<file path="src/rtl/seven_segment_scan_driver_assert.svh">
// Assertion macros for the seven-segment scan driver.
// Needs no package; used by files that carry concurrent checks.
`ifndef SEVEN_SEGMENT_SCAN_DRIVER_ASSERT_SVH
`define SEVEN_SEGMENT_SCAN_DRIVER_ASSERT_SVH

// Same-cycle implication, skipped while reset is held.
`define SSSD_ASSERT_SAME(label, clk, rstn, cond, expr, msg) \
    label: assert property (@(posedge clk) disable iff (!rstn) (cond) |-> (expr)) \
        else $error(msg);

// Next-cycle implication, skipped while reset is held.
`define SSSD_ASSERT_NEXT(label, clk, rstn, cond, expr, msg) \
    label: assert property (@(posedge clk) disable iff (!rstn) (cond) |=> (expr)) \
        else $error(msg);

`endif

</file>
<file path="src/rtl/sssd_pkg.sv">
// Types, constants and segment table for the seven-segment scan driver.
// No dependencies.
`timescale 1ns / 1ps
`default_nettype none

package sssd_pkg;

    typedef logic [3:0] digit_t;
    typedef digit_t [3:0] digits_t;   // index 0 is the leftmost (thousands) digit
    typedef logic [7:0] seg_t;        // bit 0 goes out first (DP)

    localparam logic [15:0] OVERFLOW_LIMIT = 16'd9999;
    localparam int unsigned BIN_W = 14;  // 9999 fits in 14 bits

    localparam logic [1:0] POS_LEFT  = 2'd0;
    localparam logic [1:0] POS_RIGHT = 2'd3;

    localparam seg_t SEG_E = 8'b0110_0001;

    // Active-low common-anode patterns, bit i is shifted out i-th.
    function automatic seg_t seg_lookup(input digit_t d);
        seg_t s;
        unique case (d)
            4'd0:    s = 8'b0000_0011;
            4'd1:    s = 8'b1001_1111;
            4'd2:    s = 8'b0010_0101;
            4'd3:    s = 8'b0000_1101;
            4'd4:    s = 8'b1001_1001;
            4'd5:    s = 8'b0100_1001;
            4'd6:    s = 8'b0100_0001;
            4'd7:    s = 8'b0001_1111;
            4'd8:    s = 8'b0000_0001;
            4'd9:    s = 8'b0000_1001;
            default: s = SEG_E;
        endcase
        return s;
    endfunction

endpackage

`default_nettype wire

</file>
<file path="src/rtl/sssd_bcd.sv">
// Splits a binary value below 10000 into four decimal digits.
// Uses reciprocal multiplies by constants; depends on sssd_pkg.
`timescale 1ns / 1ps
`default_nettype none

module sssd_bcd
    import sssd_pkg::*;
(
    input  wire logic [BIN_W-1:0] bin,
    output digits_t               digits
);

    logic [27:0] p1000;
    logic [27:0] p100;
    logic [27:0] p10;
    logic [3:0]  q1000;
    logic [6:0]  q100;
    logic [9:0]  q10;
    logic [6:0]  r1;
    logic [9:0]  r2;
    logic [13:0] r3;

    // x/1000 ~ x*8389>>23, x/100 ~ x*5243>>19, x/10 ~ x*6554>>16, exact for x < 10000
    assign p1000 = 28'(bin) * 28'd8389;
    assign p100  = 28'(bin) * 28'd5243;
    assign p10   = 28'(bin) * 28'd6554;

    assign q1000 = p1000[26:23];
    assign q100  = p100[25:19];
    assign q10   = p10[25:16];

    // remainder = quotient - 10 * coarser quotient
    assign r1 = q100 - ({q1000, 3'b000} + 7'({q1000, 1'b0}));
    assign r2 = q10 - ({q100, 3'b000} + 10'({q100, 1'b0}));
    assign r3 = bin - (14'({q10, 3'b000}) + 14'({q10, 1'b0}));

    assign digits[0] = q1000;
    assign digits[1] = r1[3:0];
    assign digits[2] = r2[3:0];
    assign digits[3] = r3[3:0];

endmodule

`default_nettype wire

</file>
<file path="src/rtl/seven_segment_scan_driver.sv">
// Four-digit multiplexed seven-segment scan driver, serial segment output.
// A transfer at the input is held in the input register, then loads the output
// shifter, which presents its first bit. Each item shifts out as an 8-bit byte;
// the next item enters the input register while the current byte shifts out.
// Reset (aresetn low, synchronous): scan at leftmost digit, leading-zero flag
// clear, both stages empty.
`timescale 1ns / 1ps
`default_nettype none

`include "seven_segment_scan_driver_assert.svh"

module seven_segment_scan_driver
    import sssd_pkg::*;
(
    input  wire logic        aclk,
    input  wire logic        aresetn,
    input  wire logic        s_valid,
    output logic             s_ready,
    input  wire logic [15:0] s_value,
    output logic             m_valid,
    input  wire logic        m_ready,
    output logic             m_serial_bit,
    output logic [3:0]       m_digit_enables_n,
    output logic             m_latch
);

    // input stage
    logic    in_valid_reg;
    logic    in_ovf_reg;
    digits_t in_digits_reg;
    digits_t bcd_digits;

    // scan state
    logic [1:0] pos_reg,  pos_next;
    logic       lzr_reg,  lzr_next;

    // output shifter
    logic       m_valid_reg;
    seg_t       sh_reg;
    logic [2:0] cnt_reg;
    logic [3:0] en_reg;

    logic       last;
    logic       load;
    digit_t     cur_digit;
    logic       blank;
    seg_t       load_seg;
    logic [3:0] load_en;

    sssd_bcd u_bcd (
        .bin    (s_value[BIN_W-1:0]),
        .digits (bcd_digits)
    );

    assign last    = (cnt_reg == 3'd7);
    assign load    = in_valid_reg && (!m_valid_reg || (m_ready && last));
    assign s_ready = !in_valid_reg || load;

    assign cur_digit = in_digits_reg[pos_reg];

    always_comb begin
        blank    = 1'b0;
        lzr_next = lzr_reg;
        pos_next = pos_reg;
        load_seg = SEG_E;
        load_en  = 4'h0;
        if (!in_ovf_reg) begin
            unique case (pos_reg)
                POS_LEFT: begin
                    blank    = (cur_digit == 4'd0);
                    lzr_next = blank;
                end
                POS_RIGHT: begin
                    blank    = 1'b0;
                    lzr_next = 1'b0;
                end
                default: begin
                    blank = (cur_digit == 4'd0) && lzr_reg;
                    if (!blank) begin
                        lzr_next = 1'b0;
                    end
                end
            endcase
            pos_next = pos_reg + 2'd1;
            load_seg = seg_lookup(cur_digit);
            load_en  = blank ? 4'hF : ~(4'b0001 << pos_reg);
        end
    end

    always_ff @(posedge aclk) begin
        if (!aresetn) begin
            in_valid_reg <= 1'b0;
        end else if (s_valid && s_ready) begin
            in_valid_reg <= 1'b1;
        end else if (load) begin
            in_valid_reg <= 1'b0;
        end
    end

    always_ff @(posedge aclk) begin
        if (s_valid && s_ready) begin
            in_ovf_reg    <= (s_value > OVERFLOW_LIMIT);
            in_digits_reg <= bcd_digits;
        end
    end

    always_ff @(posedge aclk) begin
        if (!aresetn) begin
            pos_reg <= POS_LEFT;
            lzr_reg <= 1'b0;
        end else if (load) begin
            pos_reg <= pos_next;
            lzr_reg <= lzr_next;
        end
    end

    always_ff @(posedge aclk) begin
        if (!aresetn) begin
            m_valid_reg <= 1'b0;
            cnt_reg     <= 3'd0;
        end else if (load) begin
            m_valid_reg <= 1'b1;
            cnt_reg     <= 3'd0;
        end else if (m_valid_reg && m_ready) begin
            if (last) begin
                m_valid_reg <= 1'b0;
            end
            cnt_reg <= cnt_reg + 3'd1;
        end
    end

    always_ff @(posedge aclk) begin
        if (load) begin
            sh_reg <= load_seg;
            en_reg <= load_en;
        end else if (m_valid_reg && m_ready) begin
            sh_reg <= {1'b0, sh_reg[7:1]};
        end
    end

    assign m_valid           = m_valid_reg;
    assign m_serial_bit      = sh_reg[0];
    assign m_digit_enables_n = en_reg;
    assign m_latch           = last;

    `SSSD_ASSERT_NEXT(a_run_continues, aclk, aresetn, m_valid_reg && m_ready && !last, m_valid_reg, "byte run dropped before its eighth bit")
    `SSSD_ASSERT_NEXT(a_load_starts_run, aclk, aresetn, load, m_valid_reg && cnt_reg == 3'd0, "load did not start a fresh run")
    `SSSD_ASSERT_NEXT(a_scan_advances, aclk, aresetn, load && !in_ovf_reg, pos_reg == $past(pos_reg) + 2'd1, "scan position did not advance")
    `SSSD_ASSERT_NEXT(a_ovf_holds_state, aclk, aresetn, load && in_ovf_reg, $stable(pos_reg) && $stable(lzr_reg), "overflow changed scan state")
    `SSSD_ASSERT_SAME(a_right_always_lit, aclk, aresetn, load && !in_ovf_reg && pos_reg == POS_RIGHT, load_en == 4'b0111, "rightmost digit blanked")

endmodule

`default_nettype wire

</file>
<file path="config.mk">
export PLATFORM = sky130hd
export DESIGN_NAME = seven_segment_scan_driver
export DESIGN_NICKNAME = d
export VERILOG_FILES = /design/src/rtl/sssd_pkg.sv /design/src/rtl/sssd_bcd.sv /design/src/rtl/seven_segment_scan_driver.sv
export VERILOG_INCLUDE_DIRS = /design/src /design/src/rtl
export SDC_FILE = /design/constraint.sdc
export NUM_CORES = 1
export LEC_CHECK = 0
export BUFFER_PORTS_ARGS = -buffer_cell sky130_fd_sc_hd__buf_4
export CAP_MARGIN = 5
export CORE_UTILIZATION = 61
export DETAILED_ROUTE_END_ITERATION = 10
export GPL_ROUTABILITY_DRIVEN = 1
export GPL_TIMING_DRIVEN = 0
export MAX_ROUTING_LAYER = met4
export PLACE_DENSITY = 0.9
export SETUP_SLACK_MARGIN = 0.4
export SLEW_MARGIN = 20
export SYNTH_ARGS = -nofsm -noshare
export SYNTH_HDL_FRONTEND = slang
export SYNTH_SLANG_ARGS = --single-unit
</file>
<file path="constraint.sdc">
create_clock -name aclk -period 7.1 [get_ports aclk]
set_clock_uncertainty 0.2 [all_clocks]
set_input_delay 0.71 -clock aclk [delete_from_list [all_inputs] [get_ports aclk]]
set_output_delay 0.71 -clock aclk [all_outputs]
set_load 0.005 [all_outputs]
</file>
==> summary.txt, run 1 <==
WS Path Type: primary input to register
Leak Pwr: 5.54 nW
Setup crit end kind: register
Max Slew Vio Count: 0
largest net degree at the start of global routing: 18
gpl congestion: 1.02
Avg WL per Cell: 20.4 µm
Initial Util: 63.6%
setup violators final: 0
combinational power share: 86.2%
PortBufs: 27
Worst Hold Class: register to register
clock root buffer: clkbuf_16
Async SR Flop Fraction: 0%
cts bufs inserted: 5
initial DRC count: 485
warnings from Yosys: 0
GRT Resource Usage Total: 30.6%
post-route ant nets: 0
commonest non-fill, non-tap cell in the layout: inv_1
via count: 7,102
Switching Fraction: 48.5%
height of the die: 126 µm
worst path cell trace: buf_16, clkinvlp_4, buf_4, ha_4, fa_1, fa_1, inv_1, fa_1, fa_1, inv_1, ha_4, nand4_1, a2111oi_4, a311oi_4, a31o_4, nor2b_2, nor2_2, xnor2_2, ha_2, xnor2_2, xnor2_1, xnor2_1, xnor2_1, xnor3_1
Clock Latency Late Sink: 0.28 ns
outcome: complete, no violations
H-tree depth: 2
Critical Path Fanout Max: 11
met2 wire length: 12,200 µm
max reg flops: 16
hpwl dp: 18,600 µm
cells after synthesis: 957
Least-Margin Pin Slew: 0.989 ns
number of global-route vias before repair: 7,682
Reg clk slew, reported paths: 0.05 ns
cell repeated most along the worst path: fa_1
slowest cell delay on critical path: 0.62 ns
DRT met1 WL: 8950 µm
Final Total Pwr: 4.48 mW
# IOs: 28
GR Overflow Total: 0
Post-synth EDFFs: 29
Cell Rows: 44
Post-Route Utilization: 71.0%
post-route DRC violation count: 0
min cycle time layout: 6.73 ns
Pre-antenna DRT Iters: 7
Die X: 126 µm
TritonCTS Sinks: 37
Met3 Wirelength: 1640 µm
Netlist Area Pre-Place: 9390 µm²
max layer used: met4
CP max-delay cell: fa_1
share of cells above drive strength 1: 11.7%
Syn Area/Cell: 9.81 µm²
DR vias/cell: 5.93
FMAX: 148 MHz
Synth Flop Type: edfxtp_1
Synth Register Bits: 37
max cap viols: 0
Cell variety after synth: 66
nets: 1,383
WP data arrival: 6.55 ns
Hold Fails Final Rpt: 0
TritonCTS clock tree: built
final WL: 24,400 µm
register area share after synthesis: 11.0%
core area: 14,800 µm²
clock power share: 4.5%
die footprint: 15,900 µm²
maximum VDD drop: 364 µV
switching power total: 2.17 mW
first-pass GRT wire length: 36,400 µm
Max transition margin: 33.4%
commonest cells after routing, fill and taps aside: 282 x inv_1, 210 x ha_1, 126 x fa_1, 40 x buf_4, 35 x a21oi_1
CP required: 6.92 ns
Final Cycle Share: 94.8%
Clock Tree Buf Depth: 2
unrepaired setup endpoints after global routing: false
antenna violations before repair: 1
pwr/cell area: 428 nW/µm²
critical path launch point type: primary input
Flop pwr share: 9.3%
Pint: 2.30 mW
synth-to-layout area growth: 11.5%
Post-Syn Nets: 1,328
-- cell usage after synthesis, types with 3 or more instances --
master	number	area share, %
a2111oi_0	3	0.28
a211oi_1	6	0.48
a21boi_0	3	0.24
a21o_1	15	1.2
a21oi_1	37	2.0
a221o_1	3	0.32
and2_1	7	0.47
and3_1	6	0.40
clkbuf_1	3	0.12
dfxtp_1	8	1.7
edfxtp_1	29	9.3
fa_1	126	27
ha_1	225	30
inv_1	288	12
mux4_2	3	0.72
nand2_1	27	1.1
nand2b_1	4	0.27
nand3_1	13	0.69
nand4_1	5	0.33
nor2_1	22	0.88
nor2b_1	9	0.60
nor4_1	3	0.20
o21a_1	3	0.24
o21ai_0	16	0.85
o21bai_1	3	0.24
xnor2_1	25	2.3
xnor2_2	3	0.52
xnor3_1	3	0.72
xor2_1	7	0.65
-- power by group through the flow --
stage          Clock [mW]  Combinational (mW)  Sequential [mW]
6_report            0.204                3.86            0.415
5_1_grt             0.215                4.25            0.419
4_1_cts             0.207                3.51            0.416
3_5_place_dp            0                3.36            0.419
3_3_place_gp            0                3.17            0.416
2_1_floorplan           0                2.61            0.413
-- layer usage --
layer  GRT usage, %  vias up
met5              -        -
met4           18.9        0
met3           4.59      140
met2           52.7      371
met1           33.3     3419
li1               -     3172
-- area by class of cell --
cell class	count	area, µm²
sequential	37	1030
inverter	288	1100
tap	184	230
fill	970	4290
antenna	1	2.50
clock buffer	6	129
multi-input combinational	628	7530
clock inverter	2	10.0
buffer	4	16.3
timing repair buffer	48	423
-- critical path: cells and delay by family --
| kind | cells | cell delay (ns) |
|---|---|---|
| and+or+nand+nor | 3 | 0.39 |
| adders and majority gates | 7 | 2.96 |
| buffers and inverters | 5 | 0.54 |
| xor gates and xnor gates | 6 | 1.20 |
| AOI/OAI and AO/OA | 3 | 0.75 |
-- cell families (layout without fill, tap and decap cells) --
kind of cell	after synthesis	after routing	synth area share, %
DFF	37	37	11.0
xor gates and xnor gates	38	38	4.22
adders and majority gates	351	351	56.8
muxes	7	7	1.17
AOI/OAI and AO/OA	116	116	8.38
and+or+nand+nor	116	116	6.72
buffers and inverters	292	348	11.7
other	0	1	0
-- final timing paths --
path | from | endpoint | slack [ns] | cells past startpoint
setup reg to reg | pos_reg[0] | sh_reg[3] | 4.42 | 8
hold reg to reg | cnt_reg[2] | cnt_reg[2] | 0.26 | 2
hold / removal | cnt_reg[2] | cnt_reg[2] | 0.26 | 2
setup / recovery | s_value[6] | in_digits_reg[11] | 0.37 | 24
-- through the flow --
stage | instances | area [µm²] | setup TNS (ns) | hold WS (ns) | worst slack, ns
after global routing | 1198 | 10500 | 0 | 0.283 | 0.170
after CTS | 1189 | 10200 | 0 | 0.261 | 0.384
final | 1198 | 10500 | 0 | 0.264 | 0.366
after floorplan | 957 | 9390 | 0 | 0.239 | 0.681
after detailed placement | 1168 | 9820 | -0.530 | 0.255 | -0.504
after global placement | 1168 | 9820 | -0.314 | 0.247 | -0.314
-- what timing repair did --
item / CTS / global route
pin swaps: 6 / 17
setup buffers: 13 / 8
gates cloned: 0 / 0
gates resized for setup: 18 / 34
endpoints found under the setup margin: 2 / 2
hold buffers: 0 / 0
Note: power is estimated with default switching activity, not from simulation.
==> run 2: changes to the inputs <==
BUFFER_PORTS_ARGS = -buffer_cell sky130_fd_sc_hd__buf_2   (was -buffer_cell sky130_fd_sc_hd__buf_4)
CTS_CLUSTER_DIAMETER = 100   (was not set)
==> summary.txt, run 2 (synthesis gave the netlist of run 1 again) <==
pre-CTS setup slack: -0.729 ns (-0.225 ns)
dpl cells: 1,168 (unchanged)
clock root buffer: clkbuf_16
switching power total: 2.22 mW (+2.1%)
gpl congestion: 0.995 (-2.0%)
fillers: 910 (-6.2%)
commonest cells after routing, fill and taps aside: 281 x inv_1, 204 x ha_1, 126 x fa_1, 35 x a21oi_1, 29 x edfxtp_1
DR vias/cell: 6.16 (+3.8%)
sequential cell area: 1030 µm² (unchanged)
Max transition margin: 26.5% (-6.8 points)
# IOs: 28 (unchanged)
outcome: complete, no violations
Multi-input gate area: 7560 µm² (+0.33%)
antenna violations before repair: 0 (-1)
Initial Util: 63.6% (unchanged)
Antenna Cells: 0 (-1)
worst reg2reg startpoint: pos_reg[0]
maximum VDD drop: 351 µV (-3.8%)
Pre-antenna DRT Iters: 5 (-2)
combinational power share: 85.6% (-0.6 points)
Least-Margin Pin Slew: 1.07 ns (+0.0851 ns)
H-tree depth: 2 (unchanged)
GR Overflow Total: 0 (unchanged)
Final Instance Count excl. Fillers: 1,206 (+0.67%)
post-route DRC violation count: 0 (unchanged)
Setup crit end kind: register
share of cells above drive strength 1: 13.0% (+1.3 points)
commonest non-fill, non-tap cell in the layout: inv_1
Clock Tree Buf Depth: 2 (unchanged)
die footprint: 15,900 µm² (unchanged)
hpwl dp: 18,200 µm (-1.9%)
slowest cell delay on critical path: 0.60 ns (-0.02 ns)
Flop pwr share: 9.1% (-0.2 points)
Avg WL per Cell: 21.4 µm (+5.1%)
via count: 7,424 (+4.5%)
FMAX: 148 MHz (-0.52%)
WP data arrival: 6.59 ns (+0.04 ns)
CP bufs+invs: 8 (+3)
Cell Rows: 44 (unchanged)
setup TNS: 0 ns (unchanged)
TritonCTS clock tree: built
core area: 14,800 µm² (unchanged)
WS Path Type: primary input to register
max cap viols: 0 (unchanged)
PortBufs: 27 (unchanged)
Critical path origin: s_value[0]
unrepaired setup endpoints after global routing: true
CP required: 6.92 ns (about the same)
nets: 1,392 (+0.65%)
Max Slew Vio Count: 0 (unchanged)
setup violators final: 0 (unchanged)
final WL: 25,900 µm (+5.8%)
synth-to-layout area growth: 13.0%
initial DRC count: 625 (+29%)
clock power share: 5.3% (+0.8 points)
CP max-delay cell: fa_1
Worst Hold Class: register to register
Pint: 2.36 mW (+2.5%)
cts bufs inserted: 5 (unchanged)
GRT Resource Usage Total: 29.9% (-0.70 points)
max reg flops: 16 (unchanged)
Final Cycle Share: 95.3% (+0.49 points)
largest net degree at the start of global routing: 18 (unchanged)
critical path launch point type: primary input
Crit path max-delay family: adder cells
min cycle time layout: 6.77 ns (+0.0349 ns)
post-route ant nets: 0 (unchanged)
height of the die: 126 µm (unchanged)
TritonCTS Sinks: 37 (unchanged)
Switching Fraction: 48.4% (-0.098 points)
worst setup margin: 0.331 ns (-0.0349 ns)
Clock Latency Late Sink: 0.28 ns (about the same)
min-delay src: cnt_reg[2]
Hold Fails Final Rpt: 0 (unchanged)
Leak Pwr: 5.57 nW (+0.60%)
first-pass GRT wire length: 35,600 µm (-2.1%)
Die X: 126 µm (unchanged)
Hold Buf Count CTS: 0 (unchanged)
Critical Path Fanout Max: 11 (unchanged)
number of global-route vias before repair: 7,468 (-2.8%)
cell repeated most along the worst path: inv_1
Reg clk slew, reported paths: 0.05 ns (about the same)
pwr/cell area: 432 nW/µm² (+0.98%)
## run 2: through the flow
| stage | power (mW) | utilization [%] | hold slack (ns) | cell area, µm² |
|---|---|---|---|---|
| floorplan | 3.02 | - | 0.239 | 9390 |
| global placement | 3.58 | 66.1 | 0.248 | 9760 |
| detailed placement | 3.78 | 66.1 | 0.254 | 9760 |
| CTS | 4.17 | 68.4 | 0.261 | 10100 |
| global route | 4.95 | 71.9 | 0.283 | 10600 |
| finish | 4.58 | 71.9 | 0.261 | 10600 |
## run 2: layout make-up
class	instances	area share [%]
inverters	288	10.4
well taps	184	2.17
multi-input cells	628	71.2
flip-flops and latches	37	9.72
repair buffers	57	4.79
plain buffers	4	0.153
clock inverters	2	0.318
clock buffers	6	1.21
## run 2: power groups by stage
stage	Combinational (mW)	Sequential, mW	Clock (mW)
detailed placement	3.36	0.420	0
finish	3.92	0.415	0.242
floorplan	2.61	0.413	0
global route	4.28	0.419	0.252
CTS	3.51	0.416	0.245
global placement	3.17	0.416	0
## run 2: path summary, 6_finish.rpt
| kind | end | slack [ns] | cells after the start |
|---|---|---|---|
| setup reg to reg | sh_reg[3] | 4.42 | 8 |
| hold reg to reg | cnt_reg[2] | 0.26 | 2 |
| setup / recovery | in_digits_reg[11] | 0.33 | 27 |
| hold / removal | cnt_reg[2] | 0.26 | 2 |
## run 2: metal layers
layer / global-route usage (%) / wire, µm
met5: - / 0
met1: 33.1 / 9100
met2: 51.3 / 12300
met3: 5.23 / 2230
met4: 16.3 / 2240
## run 2: worst reg2reg max path, delay by kind of cell (launching register included)
family,cells,cell delay (ns)
flip-flops,1,0.38
buffers and inverters,2,0.55
adder cells (fa/ha/maj),1,0.16
multiplexers,1,0.63
AND/OR/NAND/NOR,1,0.04
AO/OA/AOI/OAI,3,0.48
## run 2: timing repair
item                                    CTS  global route
pin swaps                                 6            18
gates resized for setup                  26            53
setup buffers                             8            22
endpoints found under the setup margin    2             2
==> run 3: changes to the inputs <==
CORE_UTILIZATION = 55   (was 61)
PLACE_DENSITY = 0.84   (was 0.9)
==> summary.txt, run 3 (synthesis gave the netlist of run 1 again) <==
TritonCTS clock tree: built
post-place instance area: 9800 µm² (+0.46%)
Crit path max-delay family: adder cells
slowest cell delay on critical path: 0.55 ns (-0.05 ns)
worst hold path cell count: 2 (unchanged)
Cell Rows: 47 (+6.8%)
worst reg2reg startpoint: pos_reg[0]
post-route ant nets: 0 (unchanged)
min cycle time layout: 6.58 ns (-0.187 ns)
hold_ws: 0.265 ns (+0.00396 ns)
cts bufs inserted: 5 (unchanged)
synth-to-layout area growth: 10.6%
min-delay src: cnt_reg[1]
Hold Fails Final Rpt: 0 (unchanged)
antenna violations before repair: 0 (unchanged)
die footprint: 17,600 µm² (+11%)
maximum VDD drop: 307 µV (-12%)
hpwl dp: 17,200 µm (-5.5%)
Initial Util: 56.4% (-7.2 points)
WS Path Type: primary input to register
sequential cell area: 1030 µm² (unchanged)
dpl cells: 1,204 (+3.1%)
initial DRC count: 376 (-40%)
Reg clk slew, reported paths: 0.05 ns (about the same)
Max transition margin: 48.8% (+22 points)
PortBufs: 27 (unchanged)
CP required: 6.92 ns (about the same)
Final Total Pwr: 4.19 mW (-8.5%)
first-pass GRT wire length: 33,200 µm (-6.9%)
Multi-input gate area: 7450 µm² (-1.4%)
final WL: 21,700 µm (-16%)
Final Cycle Share: 92.7% (-2.6 points)
share of cells above drive strength 1: 10.8% (-2.2 points)
Pint: 2.20 mW (-6.9%)
WP data arrival: 6.40 ns (-0.19 ns)
setup violators final: 0 (unchanged)
Die X: 133 µm (+5.2%)
Avg WL per Cell: 17.6 µm (-18%)
nets: 1,382 (-0.72%)
cell repeated most along the worst path: ha_1
TritonCTS Sinks: 37 (unchanged)
Worst R2R Path Depth: 8 (unchanged)
critical path launch point type: primary input
worst r2r dst: sh_reg[3]
commonest cells after routing, fill and taps aside: 282 x inv_1, 215 x ha_1, 126 x fa_1, 36 x a21oi_1, 29 x edfxtp_1
GR Overflow Total: 0 (unchanged)
Max Slew Vio Count: 0 (unchanged)
combinational power share: 85.2% (-0.4 points)
clock root buffer: clkbuf_16
switching power total: 1.99 mW (-10%)
outcome: complete, no violations
gpl congestion: 0.974 (-2.1%)
Clock Latency Late Sink: 0.28 ns (about the same)
final instance area: 10,400 µm² (-2.2%)
CP bufs+invs: 5 (-3)
Pre-antenna DRT Iters: 5 (unchanged)
post-route DRC violation count: 0 (unchanged)
setup TNS: 0 ns (unchanged)
CP max-delay cell: fa_1
Worst Hold Class: register to register
GRT Resource Usage Total: 24.9% (-5.0 points)
Antenna Cells: 0 (unchanged)
Reg2Reg Setup Slack: 4.43 ns (about the same)
H-tree depth: 2 (unchanged)
# IOs: 28 (unchanged)
fillers: 1,216 (+34%)
Hold Path Sink: cnt_reg[1]
height of the die: 133 µm (+5.2%)
unrepaired setup endpoints after global routing: true
DR vias/cell: 5.56 (-9.7%)
Critical Path Fanout Max: 11 (unchanged)
Flop pwr share: 9.9% (+0.8 points)
core area: 16,600 µm² (+13%)
commonest non-fill, non-tap cell in the layout: inv_1
pwr/cell area: 404 nW/µm² (-6.5%)
clock power share: 4.9% (-0.4 points)
Clock Tree Buf Depth: 2 (unchanged)
Leak Pwr: 5.51 nW (-1.2%)
max cap viols: 0 (unchanged)
via count: 6,845 (-7.8%)
Switching Fraction: 47.5% (-0.89 points)
Setup crit end kind: register
FMAX: 152 MHz (+2.8%)
number of global-route vias before repair: 7,009 (-6.1%)
max reg flops: 16 (unchanged)
Final Instance Count excl. Fillers: 1,232 (+2.2%)
largest net degree at the start of global routing: 18 (unchanged)
Least-Margin Pin Slew: 0.768 ns (-0.306 ns)
[run 3: cell count changes in the layout (fill, tap and decap cells not counted), moves of 2 or more]
cell        before  now
ha_1           204  215
ha_2             5    0
buf_12           7    3
clkinv_2         0    2
clkinvlp_4       7    5
buf_6            8    3
ha_4            16   10
buf_4           25   21
[run 3: metrics by stage]
step	setup slack [ns]	utilization [%]
floorplan	0.681	-
global placement	-0.532	58.9
detailed placement	-0.660	58.9
CTS	0.329	60.5
global route	0.366	62.4
finish	0.518	62.4
[run 3: how the worst max path moves through the flow]
stage | cells after the start | endpoint | slack (ns) | start
after floorplan | 25 | in_digits_reg[7] | 0.68 | s_value[4]
after global placement | 25 | in_digits_reg[7] | -0.53 | s_value[6]
after detailed placement | 26 | in_digits_reg[7] | -0.66 | s_value[7]
after CTS | 26 | in_digits_reg[7] | 0.33 | s_value[5]
after global routing | 27 | in_digits_reg[7] | 0.37 | s_value[4]
final | 25 | in_digits_reg[7] | 0.52 | s_value[8]
[run 3: metal layers]
metal,track usage [%],routed length (µm),up-vias
met3,3.10,1400,84
li1,-,-,3177
met1,29.5,8580,3309
met4,7.98,891,0
met5,-,0,-
met2,43.7,10800,275
[run 3: repair_timing]
action	4_1_cts	5_1_grt
hold buffers	0	0
setup endpoints to repair	2	2
pin swaps	3	15
buffers inserted	5	15
resized for setup	22	35
[run 3: power by group through the flow]
stage,Combinational (mW),Sequential (mW),Clock (mW)
6_report,3.57,0.414,0.205
5_1_grt,4.00,0.418,0.220
4_1_cts,3.41,0.416,0.209
3_5_place_dp,3.29,0.420,0
3_3_place_gp,3.17,0.416,0
2_1_floorplan,2.61,0.413,0
[run 3: worst min-delay path, cell delays in order, from the launching register on]
cell,delay (ns)
dfxtp_1,0.31
nand2_1,0.05
a21oi_1,0.05
[run 3: area by class of cell]
cell class / count / area share (%)
buffer: 4 / 0.157
multi-input combinational: 628 / 71.8
clock inverter: 2 / 0.0964
timing repair buffer: 47 / 3.56
clock buffer: 6 / 1.24
inverter: 288 / 10.6
tap: 220 / 2.65
sequential: 37 / 9.93
